===== src/tpd_pkg.sv =====
package tpd_pkg;

    localparam int AREA_BITS = 48;

    localparam logic signed [AREA_BITS-1:0] AREA_MAX = {1'b0, {(AREA_BITS-1){1'b1}}};
    localparam logic signed [AREA_BITS-1:0] AREA_MIN = {1'b1, {(AREA_BITS-1){1'b0}}};

endpackage


===== src/tpd_track.sv =====
module tpd_track #(
    parameter int INDEX_BITS  = 32,
    parameter int SAMPLE_BITS = 16
) (
    input  logic                                  clk,
    input  logic                                  rst_n,
    input  logic                                  accept,
    input  logic signed [SAMPLE_BITS-1:0]         sample,
    input  logic                                  last_sample,
    input  logic signed [SAMPLE_BITS-1:0]         threshold,
    output logic                                  emit,
    output logic        [INDEX_BITS-1:0]          left_index,
    output logic signed [SAMPLE_BITS-1:0]         left_value,
    output logic        [INDEX_BITS-1:0]          peak_index,
    output logic signed [SAMPLE_BITS-1:0]         peak_value,
    output logic        [INDEX_BITS-1:0]          right_index,
    output logic signed [SAMPLE_BITS-1:0]         right_value,
    output logic signed [tpd_pkg::AREA_BITS-1:0]  area_twice
);

    import tpd_pkg::*;

    logic        [INDEX_BITS-1:0]   sample_count_reg, sample_count_next;
    logic                           left_valid_reg, left_valid_next;
    logic        [INDEX_BITS-1:0]   left_pos_reg, left_pos_next;
    logic signed [SAMPLE_BITS-1:0]  left_level_reg, left_level_next;
    logic                           top_valid_reg, top_valid_next;
    logic        [INDEX_BITS-1:0]   top_pos_reg, top_pos_next;
    logic signed [SAMPLE_BITS-1:0]  top_level_reg, top_level_next;
    logic                           right_valid_reg, right_valid_next;
    logic        [INDEX_BITS-1:0]   right_pos_reg, right_pos_next;
    logic signed [SAMPLE_BITS-1:0]  right_level_reg, right_level_next;
    logic signed [AREA_BITS-1:0]    running_area_reg, running_area_next;
    logic signed [AREA_BITS-1:0]    area_at_right_reg, area_at_right_next;
    logic signed [SAMPLE_BITS-1:0]  prior_sample_reg, prior_sample_next;

    logic signed [SAMPLE_BITS:0]    pair_sum;
    logic signed [AREA_BITS:0]      area_sum;
    logic signed [AREA_BITS-1:0]    area_sat;
    logic signed [AREA_BITS-1:0]    area_upd;
    logic                           below;
    logic                           emit_now;

    // Trapezoid step: previous sample plus current sample, saturating at the area limits.
    always_comb
    begin
        pair_sum = (SAMPLE_BITS+1)'(prior_sample_reg) + (SAMPLE_BITS+1)'(sample);
        area_sum = (AREA_BITS+1)'(running_area_reg) + (AREA_BITS+1)'(pair_sum);
        if (area_sum[AREA_BITS] != area_sum[AREA_BITS-1])
        begin
            area_sat = area_sum[AREA_BITS] ? AREA_MIN : AREA_MAX;
        end
        else
        begin
            area_sat = area_sum[AREA_BITS-1:0];
        end
        area_upd = left_valid_reg ? area_sat : running_area_reg;
        below    = sample < threshold;
    end

    always_comb
    begin
        sample_count_next  = sample_count_reg;
        left_valid_next    = left_valid_reg;
        left_pos_next      = left_pos_reg;
        left_level_next    = left_level_reg;
        top_valid_next     = top_valid_reg;
        top_pos_next       = top_pos_reg;
        top_level_next     = top_level_reg;
        right_valid_next   = right_valid_reg;
        right_pos_next     = right_pos_reg;
        right_level_next   = right_level_reg;
        running_area_next  = running_area_reg;
        area_at_right_next = area_at_right_reg;
        prior_sample_next  = prior_sample_reg;
        emit_now           = 1'b0;

        if (accept)
        begin
            running_area_next = area_upd;
            if (below)
            begin
                if (right_valid_reg)
                begin
                    if (sample <= right_level_reg)
                    begin
                        right_pos_next     = sample_count_reg;
                        right_level_next   = sample;
                        area_at_right_next = area_upd;
                    end
                    else
                    begin
                        emit_now = 1'b1;
                    end
                end
                else if (left_valid_reg && top_valid_reg)
                begin
                    right_valid_next   = 1'b1;
                    right_pos_next     = sample_count_reg;
                    right_level_next   = sample;
                    area_at_right_next = area_upd;
                end
                else
                begin
                    left_valid_next   = 1'b1;
                    left_pos_next     = sample_count_reg;
                    left_level_next   = sample;
                    running_area_next = '0;
                end
            end
            else if (left_valid_reg)
            begin
                if (!top_valid_reg || sample >= top_level_reg)
                begin
                    top_valid_next = 1'b1;
                    top_pos_next   = sample_count_reg;
                    top_level_next = sample;
                end
            end
            else if (right_valid_reg)
            begin
                emit_now = 1'b1;
            end
            else
            begin
                left_valid_next   = 1'b1;
                left_pos_next     = sample_count_reg;
                left_level_next   = sample;
                running_area_next = '0;
            end

            if (emit_now || last_sample)
            begin
                left_valid_next  = 1'b0;
                top_valid_next   = 1'b0;
                right_valid_next = 1'b0;
            end

            if (last_sample)
            begin
                sample_count_next = '0;
                prior_sample_next = '0;
            end
            else
            begin
                sample_count_next = sample_count_reg + {{(INDEX_BITS-1){1'b0}}, 1'b1};
                prior_sample_next = sample;
            end
        end
    end

    always_ff @(posedge clk or negedge rst_n)
    begin
        if (!rst_n)
        begin
            sample_count_reg <= '0;
            left_valid_reg   <= 1'b0;
            top_valid_reg    <= 1'b0;
            right_valid_reg  <= 1'b0;
            prior_sample_reg <= '0;
        end
        else
        begin
            sample_count_reg <= sample_count_next;
            left_valid_reg   <= left_valid_next;
            top_valid_reg    <= top_valid_next;
            right_valid_reg  <= right_valid_next;
            prior_sample_reg <= prior_sample_next;
        end
    end

    // Trough, peak and area fields are only read while their valid flag is set.
    always_ff @(posedge clk)
    begin
        left_pos_reg      <= left_pos_next;
        left_level_reg    <= left_level_next;
        top_pos_reg       <= top_pos_next;
        top_level_reg     <= top_level_next;
        right_pos_reg     <= right_pos_next;
        right_level_reg   <= right_level_next;
        running_area_reg  <= running_area_next;
        area_at_right_reg <= area_at_right_next;
    end

    assign emit        = emit_now;
    assign left_index  = left_pos_reg;
    assign left_value  = left_level_reg;
    assign peak_index  = top_pos_reg;
    assign peak_value  = top_level_reg;
    assign right_index = right_pos_reg;
    assign right_value = right_level_reg;
    assign area_twice  = area_at_right_reg;

`ifndef SYNTH
    a_top_needs_left: assert property (@(posedge clk) disable iff (!rst_n)
        top_valid_reg |-> left_valid_reg)
        else $error("Peak is held without a left trough.");

    a_right_needs_top: assert property (@(posedge clk) disable iff (!rst_n)
        right_valid_reg |-> top_valid_reg)
        else $error("Right trough is held without a peak.");

    a_emit_needs_right: assert property (@(posedge clk) disable iff (!rst_n)
        emit_now |-> accept && right_valid_reg)
        else $error("Result produced without an open right trough.");

    a_last_clears: assert property (@(posedge clk) disable iff (!rst_n)
        accept && last_sample |=> !left_valid_reg && sample_count_reg == '0)
        else $error("Tracking state not cleared after the last item of a series.");
`endif

endmodule


===== src/threshold_peak_detector_top.sv =====
// Threshold peak detector: one signed sample per item, at most one peak result per item.
// A result appears in the output register in the cycle after the item that closes it is accepted.
// Throughput: one item per cycle while out_stall does not hold a pending result; the tracking
// update and the saturating area add are combinational between the registers.
// Reset clears the tracking state, the sample index and the threshold (to zero).
module threshold_peak_detector_top #(
    parameter int INDEX_BITS  = 32,
    parameter int SAMPLE_BITS = 16
) (
    input  logic                                  clk,
    input  logic                                  rst_n,
    input  logic                                  cfg_write_en,
    input  logic signed [SAMPLE_BITS-1:0]         cfg_write_data,
    input  logic                                  in_valid,
    output logic                                  in_stall,
    input  logic signed [SAMPLE_BITS-1:0]         sample,
    input  logic                                  last_sample,
    output logic                                  out_valid,
    input  logic                                  out_stall,
    output logic        [INDEX_BITS-1:0]          left_index,
    output logic signed [SAMPLE_BITS-1:0]         left_value,
    output logic        [INDEX_BITS-1:0]          peak_index,
    output logic signed [SAMPLE_BITS-1:0]         peak_value,
    output logic        [INDEX_BITS-1:0]          right_index,
    output logic signed [SAMPLE_BITS-1:0]         right_value,
    output logic signed [tpd_pkg::AREA_BITS-1:0]  area_twice
);

    import tpd_pkg::*;

    logic signed [SAMPLE_BITS-1:0]  threshold_reg;
    logic                           out_valid_reg, out_valid_next;
    logic        [INDEX_BITS-1:0]   left_index_reg;
    logic signed [SAMPLE_BITS-1:0]  left_value_reg;
    logic        [INDEX_BITS-1:0]   peak_index_reg;
    logic signed [SAMPLE_BITS-1:0]  peak_value_reg;
    logic        [INDEX_BITS-1:0]   right_index_reg;
    logic signed [SAMPLE_BITS-1:0]  right_value_reg;
    logic signed [AREA_BITS-1:0]    area_twice_reg;

    logic                           accept;
    logic                           emit;
    logic        [INDEX_BITS-1:0]   trk_left_index;
    logic signed [SAMPLE_BITS-1:0]  trk_left_value;
    logic        [INDEX_BITS-1:0]   trk_peak_index;
    logic signed [SAMPLE_BITS-1:0]  trk_peak_value;
    logic        [INDEX_BITS-1:0]   trk_right_index;
    logic signed [SAMPLE_BITS-1:0]  trk_right_value;
    logic signed [AREA_BITS-1:0]    trk_area_twice;

    // A new item is taken whenever the output register is empty or being emptied.
    assign in_stall = out_valid_reg && out_stall;
    assign accept   = in_valid && !in_stall;

    tpd_track #(
        .INDEX_BITS  (INDEX_BITS),
        .SAMPLE_BITS (SAMPLE_BITS)
    ) u_track (
        .clk         (clk),
        .rst_n       (rst_n),
        .accept      (accept),
        .sample      (sample),
        .last_sample (last_sample),
        .threshold   (threshold_reg),
        .emit        (emit),
        .left_index  (trk_left_index),
        .left_value  (trk_left_value),
        .peak_index  (trk_peak_index),
        .peak_value  (trk_peak_value),
        .right_index (trk_right_index),
        .right_value (trk_right_value),
        .area_twice  (trk_area_twice)
    );

    always_comb
    begin
        if (accept)
        begin
            out_valid_next = emit;
        end
        else
        begin
            out_valid_next = out_valid_reg && out_stall;
        end
    end

    always_ff @(posedge clk or negedge rst_n)
    begin
        if (!rst_n)
        begin
            threshold_reg <= '0;
            out_valid_reg <= 1'b0;
        end
        else
        begin
            if (cfg_write_en)
            begin
                threshold_reg <= cfg_write_data;
            end
            out_valid_reg <= out_valid_next;
        end
    end

    always_ff @(posedge clk)
    begin
        if (accept && emit)
        begin
            left_index_reg  <= trk_left_index;
            left_value_reg  <= trk_left_value;
            peak_index_reg  <= trk_peak_index;
            peak_value_reg  <= trk_peak_value;
            right_index_reg <= trk_right_index;
            right_value_reg <= trk_right_value;
            area_twice_reg  <= trk_area_twice;
        end
    end

    assign out_valid   = out_valid_reg;
    assign left_index  = left_index_reg;
    assign left_value  = left_value_reg;
    assign peak_index  = peak_index_reg;
    assign peak_value  = peak_value_reg;
    assign right_index = right_index_reg;
    assign right_value = right_value_reg;
    assign area_twice  = area_twice_reg;

endmodule

===== config.mk =====
export PLATFORM = sky130hd
export DESIGN_NAME = threshold_peak_detector_top
export DESIGN_NICKNAME = d
export VERILOG_FILES = /design/src/tpd_pkg.sv /design/src/tpd_track.sv /design/src/threshold_peak_detector_top.sv
export SDC_FILE = /design/constraint.sdc
export NUM_CORES = 1
export LEC_CHECK = 0
export ABC_AREA = 1
export BUFFER_PORTS_ARGS = -buffer_cell sky130_fd_sc_hd__buf_4
export CAP_MARGIN = 40
export CELL_PAD_IN_SITES_DETAIL_PLACEMENT = 1
export CELL_PAD_IN_SITES_GLOBAL_PLACEMENT = 1
export CORE_ASPECT_RATIO = 0.75
export CORE_MARGIN = 5
export CORE_UTILIZATION = 47
export CTS_CLUSTER_DIAMETER = 120
export CTS_CLUSTER_SIZE = 12
export DETAILED_ROUTE_END_ITERATION = 10
export PLACE_DENSITY_LB_ADDON = 0.1
export SETUP_SLACK_MARGIN = 0.05
export SLEW_MARGIN = 15
export SYNTH_ARGS = -nofsm -noshare
export SYNTH_HDL_FRONTEND = slang
export SYNTH_SLANG_ARGS = --single-unit

===== constraint.sdc =====
create_clock -name clk -period 12.5 [get_ports clk]
set_clock_uncertainty 0.05 [all_clocks]
set_input_delay 1.25 -clock clk [delete_from_list [all_inputs] [get_ports clk]]
set_output_delay 1.25 -clock clk [all_outputs]
set_load 0.1 [all_outputs]

==> summary.md, run 1 <==
| Metric | Value |
|---|---|
| VDD IR max | `0.000142 V` |
| Seq/Total Area, Yosys | `60.5%` |
| Synth Cell Area | `0.0243 mm^2` |
| CP Class | `input pin to flop` |
| Syn avg cell area | `10.8 um^2` |
| Period utilisation layout | `41.2%` |
| Comb pwr share | `47.5%` |
| R2r startpoint | `u_track.prior_sample_reg[15]$_DFFE_PN0P_` |
| Met2 global-route usage | `40.5%` |
| Layout cell share with drive strength beyond 1 | `15.7%` |
| Initial antenna violation count | `0` |
| GR Layer Usage met1 | `35.9%` |
| Reg-to-reg endpoint | `u_track.running_area_reg[30]$_DFFE_PP_` |
| Post-CTS Hold Fix Bufs | `0` |
| Pin count of the biggest net entering global routing | `84` |
| Syn nets | `2436` |
| Sw Pwr | `3.03 mW` |
| Async S/R FF share, synth | `13.6%` |
| Routed WL per cell | `22.0 um` |
| Storage element area | `0.0147 mm^2` |
| Final Max Tran Viols | `0` |
| Setup slack, reg-to-reg | `7.64 ns` |
| Depth of the most critical reg-to-reg path | `20` |
| CP endpoint | `area_twice[27]$_DFFE_PP_` |
| Fillers | `5588` |
| Post-Syn Instances | `2254` |
| Crit. End Element | `flop` |
| Synth top area share | `53.5%` |
| LEAKAGE | `12.0 nW` |
| Final core occ | `55.1%` |
| CTS tree | `done` |
| Skew-Pair Late Insertion Delay | `0.61 ns` |
| Sw frac | `43.9%` |
| Post-DP HPWL | `51500 um` |
| Post-synth cell types | `54` |
| Area delta synth->final | `16.6%` |
| Total GRT Usage | `24.9%` |
| Run status | `finished, final reports clean` |
| Routed WL | `70700 um` |
| Multi-input logic area | `0.00836 mm^2` |
| Clock-pin slew on the worst setup and hold paths | `0.08 ns` |
| Gp weighted congestion | `0.919` |
| Post-CTS sizing | `0` |
| Routed vias/inst | `5.49` |
| Worst EP arrival | `5.30 ns` |
| Layout net count | `2690` |
| PD cells | `243 mW/mm^2` |
| Final Hold Viols | `0` |
| Post-route setup TNS | `0 ns` |
| Die Width | `272 um` |
| Number of enable flip-flop cells after synthesis | `432` |
| Final Critical Period | `5.15 ns` |
| Num rows | `72` |
| Startpoint Class | `input pin` |
| Unrepaired setup endpoints after global routing | `no` |
| Port bufs | `231` |
| Yosys top cell by area | `edfxtp_1` |
| Flop pwr share | `33.0%` |
| Sink Count | `500` |
| Setup Fix Bufs, Post-CTS | `0` |
| CTS root buf | `clkbuf_16` |
| Setup Viol. Count Final | `0` |
| Clock share of power | `19.5%` |
| Core ar. | `0.0513 mm^2` |
| Total CTS buffers | `47` |
| Max cap viols | `0` |
| Worst slew pin tran | `0.817 ns` |
| Die ar. | `0.0563 mm^2` |
| M3 GR Usage | `3.76%` |
| Max Freq | `194 MHz` |
| Yosys reg bits | `500` |
| CTS max path bufs | `3` |
| First-pass GRT wire length | `109000 um` |
| H-Tree Depth | `2` |
| Pint | `3.86 mW` |
| Global routing's busiest layer | `met2` |
| Detailed Route Iter0 Violations | `1314` |
| Tightest Hold Check Type | `flop to flop` |
| Die height | `207 um` |
| Vias in the first global route | `18800` |
| # diodes | `0` |
| Synth Flop Type | `edfxtp_1` |
| Pre-antenna DRT Iters | `5` |
| I/O pin count | `232` |
| Crit path required time | `12.65 ns` |
| Routed Antenna Nets | `0` |
| Grt ovf | `0` |
| DR vias | `17600` |
| Largest cells by area after synthesis | `edfxtp_1 53%, nand2_1 10%, dfrtp_1 7.0%, ha_1 4.9%, fa_1 4.0%` |
| Yosys warns | `0` |
| Critical Path Fanout Max | `63` |
| Slew HR | `45.5%` |
| Initial Util | `47.2%` |
| # DRC | `0` |
| CP startpoint | `sample[15]` |
-- kinds of logic after synthesis --
family / Yosys count / synth area share (%)
AND/OR/NAND/NOR: 957 / 16.6
flip-flops: 500 / 60.5
buffers and inverters: 315 / 5.16
AO/OA/AOI/OAI: 303 / 7.59
adder cells (fa/ha/maj): 144 / 8.94
XOR/XNOR: 35 / 1.26
-- synth_stat cells (all sizes together) (18+ instances only) --
cell	count
o211ai	33
o21ai	137
ha	95
nand3	72
clkbuf	31
buf	18
nor2	140
dfrtp	68
nand2	658
edfxtp	432
nand4	25
fa	49
nor3	31
xor2	20
inv	264
a21oi	95
-- critical path: stages --
cell      delay (ns)
buf_4           0.44
ha_1            0.28
nand2_1         0.09
inv_1           0.08
nand3_1         0.07
nor3_1          0.16
o21ai_0         0.16
o211ai_1        0.13
nand2_2         0.07
buf_4           0.34
inv_2           0.44
buf_16          0.23
nand2_1         0.08
nand2_1         0.10
nand2_1         0.19
inv_8           0.40
buf_4           0.63
-- per-stage QoR --
| step | std cells | instance area, um^2 | total power, mW | hold WS [ns] | setup slack (ns) |
|---|---|---|---|---|---|
| after detailed placement | 3123 | 26800 | 5.54 | 0.355 | 6.64 |
| after floorplan | 2254 | 24300 | 4.66 | 0.350 | 0.0695 |
| final | 3213 | 28300 | 6.89 | 0.319 | 7.35 |
| after CTS | 3211 | 28200 | 6.90 | 0.322 | 7.21 |
| after global placement | 3119 | 26700 | 5.40 | 0.353 | 6.39 |
| after global routing | 3213 | 28300 | 7.39 | 0.351 | 7.04 |
-- metal layers --
layer | wire length (um) | up-vias
met4 | 1650 | 0
met1 | 32200 | 8898
met3 | 4140 | 102
met2 | 32600 | 491
met5 | 0 | -
li1 | - | 8156
-- power by group through the flow --
stage                     clock, mW  combinational [mW]  sequential (mW)
after detailed placement          0                3.23             2.30
after global routing           1.45                3.65             2.29
final                          1.34                3.27             2.27
after floorplan                   0                2.28             2.38
after CTS                      1.38                3.26             2.27
after global placement            0                3.11             2.29
-- cell type report --
type / count / area share [%]
Timing Repair Buffer: 254 / 7.14
Tap cell: 666 / 2.95
Inverter: 266 / 3.57
Clock buffer: 84 / 4.65
Sequential cell: 500 / 51.9
Multi-Input combinational cell: 1439 / 29.5
Clock inverter: 4 / 0.252
-- worst min path at each step --
| stage | start | depth (start not counted) | slack (ns) | to |
|---|---|---|---|---|
| after floorplan | u_track.area_twice[0]$_DFFE_PP_ | 0 | 0.35 | area_twice[0]$_DFFE_PP_ |
| after global placement | u_track.left_value[13]$_DFFE_PP_ | 0 | 0.35 | left_value[13]$_DFFE_PP_ |
| after detailed placement | u_track.area_twice[24]$_DFFE_PP_ | 0 | 0.36 | area_twice[24]$_DFFE_PP_ |
| after CTS | u_track.area_twice[16]$_DFFE_PP_ | 0 | 0.32 | area_twice[16]$_DFFE_PP_ |
| after global routing | u_track.area_twice[15]$_DFFE_PP_ | 0 | 0.35 | area_twice[15]$_DFFE_PP_ |
| final | u_track.area_twice[16]$_DFFE_PP_ | 0 | 0.32 | area_twice[16]$_DFFE_PP_ |
-- cell usage in the layout, fill, tap and decap left out, drive strengths merged, types with 68 or more instances in the layout --
master	instances
nand3	72
ha	95
dfrtp	68
a21oi	95
buf	254
inv	265
o21ai	137
nand2	658
clkbuf	84
nor2	140
edfxtp	432
Note: power is estimated with default switching activity, not from simulation.
==> run 2, diff against run 1 <==
ABC_AREA = 0   (was 1)
CORE_UTILIZATION = 44   (was 47)
clock period = 4.5 ns   (was 12.5 ns; I/O delays follow)
==> summary.md, run 2 <==
| Metric | Value |
|---|---|
| Depth of the most critical reg-to-reg path | `12` |
| Pin count of the biggest net entering global routing | `84` |
| Die height | `205 um` |
| Reg-to-reg endpoint | `u_track.running_area_reg[42]$_DFFE_PP_` |
| Max cap viols | `0` |
| Die ar. | `0.0552 mm^2` |
| # DRC | `0` |
| Layout cell share with drive strength beyond 1 | `23.1%` |
| PD cells | `722 mW/mm^2` |
| Place WS | `-0.124 ns` |
| Routed WL per cell | `23.8 um` |
| Post-synth cell types | `69` |
| Seq/Total Area, Yosys | `66.0%` |
| Routed WL | `63700 um` |
| Synth Cell Area | `0.0222 mm^2` |
| CTS root buf | `clkbuf_16` |
| Crit path max-delay cell type | `nor3_1` |
| Area delta synth->final | `23.2%` |
| Most common cell after layout, fill and taps aside | `edfxtp_1` |
| Yosys reg bits | `500` |
| Top post-synthesis cells by count | `432 x edfxtp_1, 152 x nand2_1, 123 x a21oi_1` |
| Setup slack, reg-to-reg | `0.19 ns` |
| Startpoint Class | `flop` |
| CP Class | `flop to flop` |
| Yosys top cell by area | `edfxtp_1` |
| Final Max Tran Viols | `0` |
| Run status | `finished, final reports clean` |
| Layout net count | `2169` |
| Clock-pin slew on the worst setup and hold paths | `0.07 ns` |
| Sink Count | `500` |
| Crit. End Element | `flop` |
| Async S/R FF share, synth | `13.6%` |
| Vias in the first global route | `15600` |
| Core ar. | `0.0501 mm^2` |
| Max Freq | `232 MHz` |
| Largest cells by area after synthesis | `edfxtp_1 58%, dfrtp_1 7.6%, ha_1 5.3%, fa_1 4.4%, a21oi_1 2.8%` |
| Initial Util | `44.4%` |
| Slew HR | `55.2%` |
| Largest delay share family, worst path | `simple AND/OR/NAND/NOR gates` |
| HP Start | `cfg_write_data[5]` |
| Number of enable flip-flop cells after synthesis | `432` |
| Total CTS buffers | `47` |
| Skew-Pair Late Insertion Delay | `0.61 ns` |
| Final WS setup | `0.191 ns` |
| Final Instance Area | `0.0274 mm^2` |
| Crit-path cells | `buf_12 > fa_1 > ha_1 > nand4_1 > or3_4 > nor3_2 > buf_4 > o21a_1 > o21ai_4 > or2_1 > nor3_1 > a221o_1` |
| I/O pin count | `232` |
| Synth top area share | `58.3%` |
| First-pass GRT wire length | `97100 um` |
| Port bufs | `231` |
| Slowest cell delay on critical path | `0.58 ns` |
| Unrepaired setup endpoints after global routing | `yes` |
| Gp weighted congestion | `0.901` |
| Syn avg cell area | `13.6 um^2` |
| Tightest Hold Check Type | `input pin to flop` |
| Detailed Route Iter0 Violations | `1045` |
| LEAKAGE | `10.8 nW` |
| Worst slew pin tran | `0.667 ns` |
| DR vias | `14700` |
| CTS max path bufs | `3` |
| Initial antenna violation count | `0` |
| Final Critical Period | `4.31 ns` |
| VDD IR max | `0.000378 V` |
| Yosys warns | `0` |
| Most frequent cells in the layout | `432 x edfxtp_1, 353 x buf_4, 152 x nand2_1` |
| CP startpoint | `u_track.prior_sample_reg[15]$_DFFE_PN0P_` |
| Crit path required time | `4.90 ns` |
| Worst EP arrival | `4.71 ns` |
| Synth Flop Type | `edfxtp_1` |
| Final Hold Viols | `0` |
| Crit path buf inv count | `2` |
| Total GRT Usage | `22.8%` |
| R2r startpoint | `u_track.prior_sample_reg[15]$_DFFE_PN0P_` |
| Most instantiated library cell after synthesis | `edfxtp_1` |
| Period utilisation layout | `95.8%` |
| Routed Antenna Nets | `0` |
| Syn nets | `1818` |
| CTS tree | `done` |
| Hold-critical path depth | `3` |
| Num rows | `71` |
| Pre-antenna DRT Iters | `5` |
| Grt ovf | `0` |
| Die Width | `270 um` |
| Placed cell areas | `0.0259 mm^2` |
| Setup Viol. Count Final | `0` |
| Post-Syn Instances | `1636` |
| Routed vias/inst | `5.49` |
| Worst Hold End | `threshold_reg[5]$_DFFE_PN0P_` |
| Post-DP HPWL | `46300 um` |
| # diodes | `0` |
| Post-route setup TNS | `0 ns` |
| Critical Path Fanout Max | `21` |
| H-Tree Depth | `2` |
## run 2: worst register-to-register path, stage by stage (launching register included)
cell and delay [ns]:
dfrtp_4 0.50, buf_12 0.18, fa_1 0.52, ha_1 0.38
nand4_1 0.18, or3_4 0.46, nor3_2 0.26, buf_4 0.16
o21a_1 0.20, o21ai_4 0.10, or2_1 0.31, nor3_1 0.58
a221o_1 0.27
## run 2: logic make-up after synthesis
logic type                 count (synthesis)  synth area share (%)
DFF                                      500                  66.0
and+or+nand+nor                          398                  8.40
AOI/OAI and AO/OA                        376                  10.4
buffers and inverters                    146                  2.63
adders and majority gates                146                  9.84
xor gates and xnor gates                  65                  2.56
muxes                                      5                 0.236
## run 2: per-layer routing
layer	vias up	global-route usage [%]	wire length, um
met2	376	35.2	28400
met3	85	3.71	3380
met4	0	5.48	1440
li1	6744	-	-
met5	-	0	0
met1	7515	34.1	30500
## run 2: area by class of cell
class                   instances  area (um^2)
clock buffers                  83         1310
clock inverters                 4          100
fillers                      5018        22700
inverters                      78          297
multi-input cells             990         7220
flip-flops and latches        500        14700
well taps                     657          822
repair buffers                370         2970
## run 2: worst max-delay path by stage
| stage | endpoint | slack, ns | depth (start not counted) |
|---|---|---|---|
| after floorplan | u_track.area_twice[0]$_DFFE_PP_ | -0.92 | 8 |
| after global placement | u_track.running_area_reg[42]$_DFFE_PP_ | -0.02 | 14 |
| after detailed placement | u_track.running_area_reg[42]$_DFFE_PP_ | -0.12 | 14 |
| after CTS | u_track.running_area_reg[1]$_DFFE_PP_ | 0.07 | 13 |
| after global routing | u_track.area_twice[34]$_DFFE_PP_ | 0.04 | 12 |
| final | u_track.running_area_reg[42]$_DFFE_PP_ | 0.19 | 12 |
## run 2: per-stage QoR
| stage | hold slack [ns] | power [mW] | instances | utilization [%] |
|---|---|---|---|---|
| after floorplan | 0.104 | 12.1 | 1636 | - |
| after global placement | 0.351 | 15.6 | 2590 | 51.6 |
| after detailed placement | 0.355 | 15.8 | 2591 | 51.6 |
| after CTS | 0.00299 | 19.7 | 2680 | 54.5 |
| after global routing | 0.0221 | 21.0 | 2682 | 54.7 |
| final | 0.0347 | 19.8 | 2682 | 54.7 |
## run 2: report_power, final
part	internal, mW	switching (mW)	total (mW)
Sequential	6.01	0.401	6.41
Clock	2.05	1.74	3.78
Combinational	3.71	5.88	9.59
## run 2: timing repair
action                                  CTS  global route
pin swaps                                 0             2
endpoints found under the setup margin    5            67
gates resized for setup                   3            19
buffers inserted                          0             2
hold endpoints to repair                 36             0
hold buffers                              2             0
==> run 3, diff against run 2 <==
CTS_BUF_LIST = sky130_fd_sc_hd__clkbuf_16   (was default)
==> summary.md, run 3 (synthesized netlist as in run 2, its figures left out) <==
| Metric | Value |
|---|---|
| Startpoint Class | `flop` |
| Sink Count | `500` |
| Final Max Tran Viols | `0` |
| Clock-pin slew on the worst setup and hold paths | `0.06 ns` |
| Setup slack, reg-to-reg | `0.16 ns` |
| Pre-antenna DRT Iters | `5` |
| Layout net count | `2169` |
| First-pass GRT wire length | `97100 um` |
| Vias in the first global route | `15600` |
| Routed Antenna Nets | `0` |
| Core ar. | `0.0501 mm^2` |
| CTS tree | `done` |
| Final core occ | `54.7%` |
| Die Width | `270 um` |
| Run status | `finished, final reports clean` |
| Final Instance Area | `0.0274 mm^2` |
| Layout cell share with drive strength beyond 1 | `23.1%` |
| Skew-Pair Late Insertion Delay | `0.61 ns` |
| Placed cell areas | `0.0259 mm^2` |
| CTS root buf | `clkbuf_16` |
| Worst EP arrival | `4.64 ns` |
| Placed Cells incl. Taps | `2591` |
| Pin count of the biggest net entering global routing | `84` |
| Max Freq | `230 MHz` |
| Unrepaired setup endpoints after global routing | `yes` |
| Post-DP HPWL | `46300 um` |
| Routed WL per cell | `23.7 um` |
| Detailed Route Iter0 Violations | `1080` |
| I/O pin count | `232` |
| Reg-to-reg endpoint | `u_track.running_area_reg[46]$_DFFE_PP_` |
| Final Critical Period | `4.34 ns` |
| LEAKAGE | `11.0 nW` |
| Period utilisation layout | `96.4%` |
| Worst slew pin tran | `0.635 ns` |
| Most frequent cells in the layout | `432 x edfxtp_1, 353 x buf_4, 152 x nand2_1` |
| Num rows | `71` |
| Port bufs | `231` |
| Total CTS buffers | `47` |
| Depth of the most critical reg-to-reg path | `13` |
| Tightest Hold Check Type | `input pin to flop` |
| CP startpoint | `u_track.prior_sample_reg[15]$_DFFE_PN0P_` |
| VDD IR max | `0.000379 V` |
| Critical Path Fanout Max | `21` |
| Hold-critical path depth | `3` |
| Final Hold Viols | `0` |
| Max cap viols | `0` |
| CP endpoint | `u_track.running_area_reg[46]$_DFFE_PP_` |
| Grt ovf | `0` |
| CTS max path bufs | `3` |
| Initial Util | `44.4%` |
| R2r startpoint | `u_track.prior_sample_reg[15]$_DFFE_PN0P_` |
| # DRC | `0` |
| Initial antenna violation count | `0` |
| Setup Viol. Count Final | `0` |
| Crit path required time | `4.80 ns` |
| Area delta synth->final | `23.2%` |
| # diodes | `0` |
| Routed vias/inst | `5.49` |
| Crit. End Element | `flop` |
| Routed WL | `63700 um` |
| DR vias | `14700` |
| Total GRT Usage | `22.8%` |
| Slew HR | `56.6%` |
| Die ar. | `0.0552 mm^2` |
| CP Class | `flop to flop` |
| PD cells | `718 mW/mm^2` |
| H-Tree Depth | `2` |
| Most common cell after layout, fill and taps aside | `edfxtp_1` |
| Die height | `205 um` |
| Final Non-Filler Cells | `2682` |
| Gp weighted congestion | `0.901` |
## run 3: worst min path at each step
stage | slack, ns | to | start
floorplan | 0.10 | threshold_reg[0]$_DFFE_PN0P_ | rst_n
global placement | 0.35 | peak_index[22]$_DFFE_PP_ | u_track.peak_index[22]$_DFFE_PP_
detailed placement | 0.36 | area_twice[23]$_DFFE_PP_ | u_track.area_twice[23]$_DFFE_PP_
CTS | 0.003 | threshold_reg[11]$_DFFE_PN0P_ | cfg_write_data[11]
global route | 0.02 | threshold_reg[5]$_DFFE_PN0P_ | cfg_write_data[5]
finish | 0.03 | threshold_reg[5]$_DFFE_PN0P_ | cfg_write_data[5]
## run 3: worst max-delay path: stages (launching register included)
cell,delay [ns]
dfrtp_4,0.50
buf_12,0.18
fa_1,0.49
ha_2,0.44
nand4_1,0.21
or3_1,0.41
a2111oi_0,0.53
nor3_2,0.15
o21bai_1,0.24
buf_4,0.17
a41oi_1,0.13
a41oi_1,0.30
buf_4,0.18
o21ai_0,0.08
## run 3: cell type report
| class | instances | area [um^2] |
|---|---|---|
| Fill cell | 5014 | 22700 |
| Sequential cell | 500 | 14700 |
| Multi-Input combinational cell | 990 | 7220 |
| Timing Repair Buffer | 370 | 2970 |
| Clock buffer | 47 | 1180 |
| Tap cell | 657 | 822 |
| Inverter | 78 | 297 |
| Clock inverter | 40 | 235 |
## run 3: metrics by stage
step                      power, mW  TNS, ns  hold WS [ns]  setup WS, ns
after global routing           20.9        0        0.0220        0.0134
final                          19.7        0        0.0338         0.160
after CTS                      19.6        0       0.00280        0.0738
after floorplan                12.1  -213.24         0.104        -0.916
after global placement         15.6  -0.0172         0.351       -0.0172
after detailed placement       15.8   -0.889         0.355        -0.124
## run 3: timing repair
action                     4_1_cts  5_1_grt
pin swaps                        0        2
hold endpoints to repair        36        0
setup endpoints to repair        5       67
setup buffers                    0        2
hold buffers                     2        0
gates resized for setup          3       19
## run 3: where the power goes
group / switching, mW / internal [mW] / leakage, nW / total, mW
sequential: 0.402 / 6.01 / 4.92 / 6.41
clock: 1.74 / 1.97 / 0.816 / 3.70
combinational: 5.86 / 3.71 / 5.24 / 9.57
## run 3: routing by layer
metal | global-route usage (%) | vias up | share of wire (%)
li1 | - | 6747 | -
met1 | 34.1 | 7500 | 48
met2 | 35.2 | 382 | 45
met3 | 3.71 | 86 | 5.3
met4 | 5.48 | 0 | 2.2
met5 | 0 | - | 0
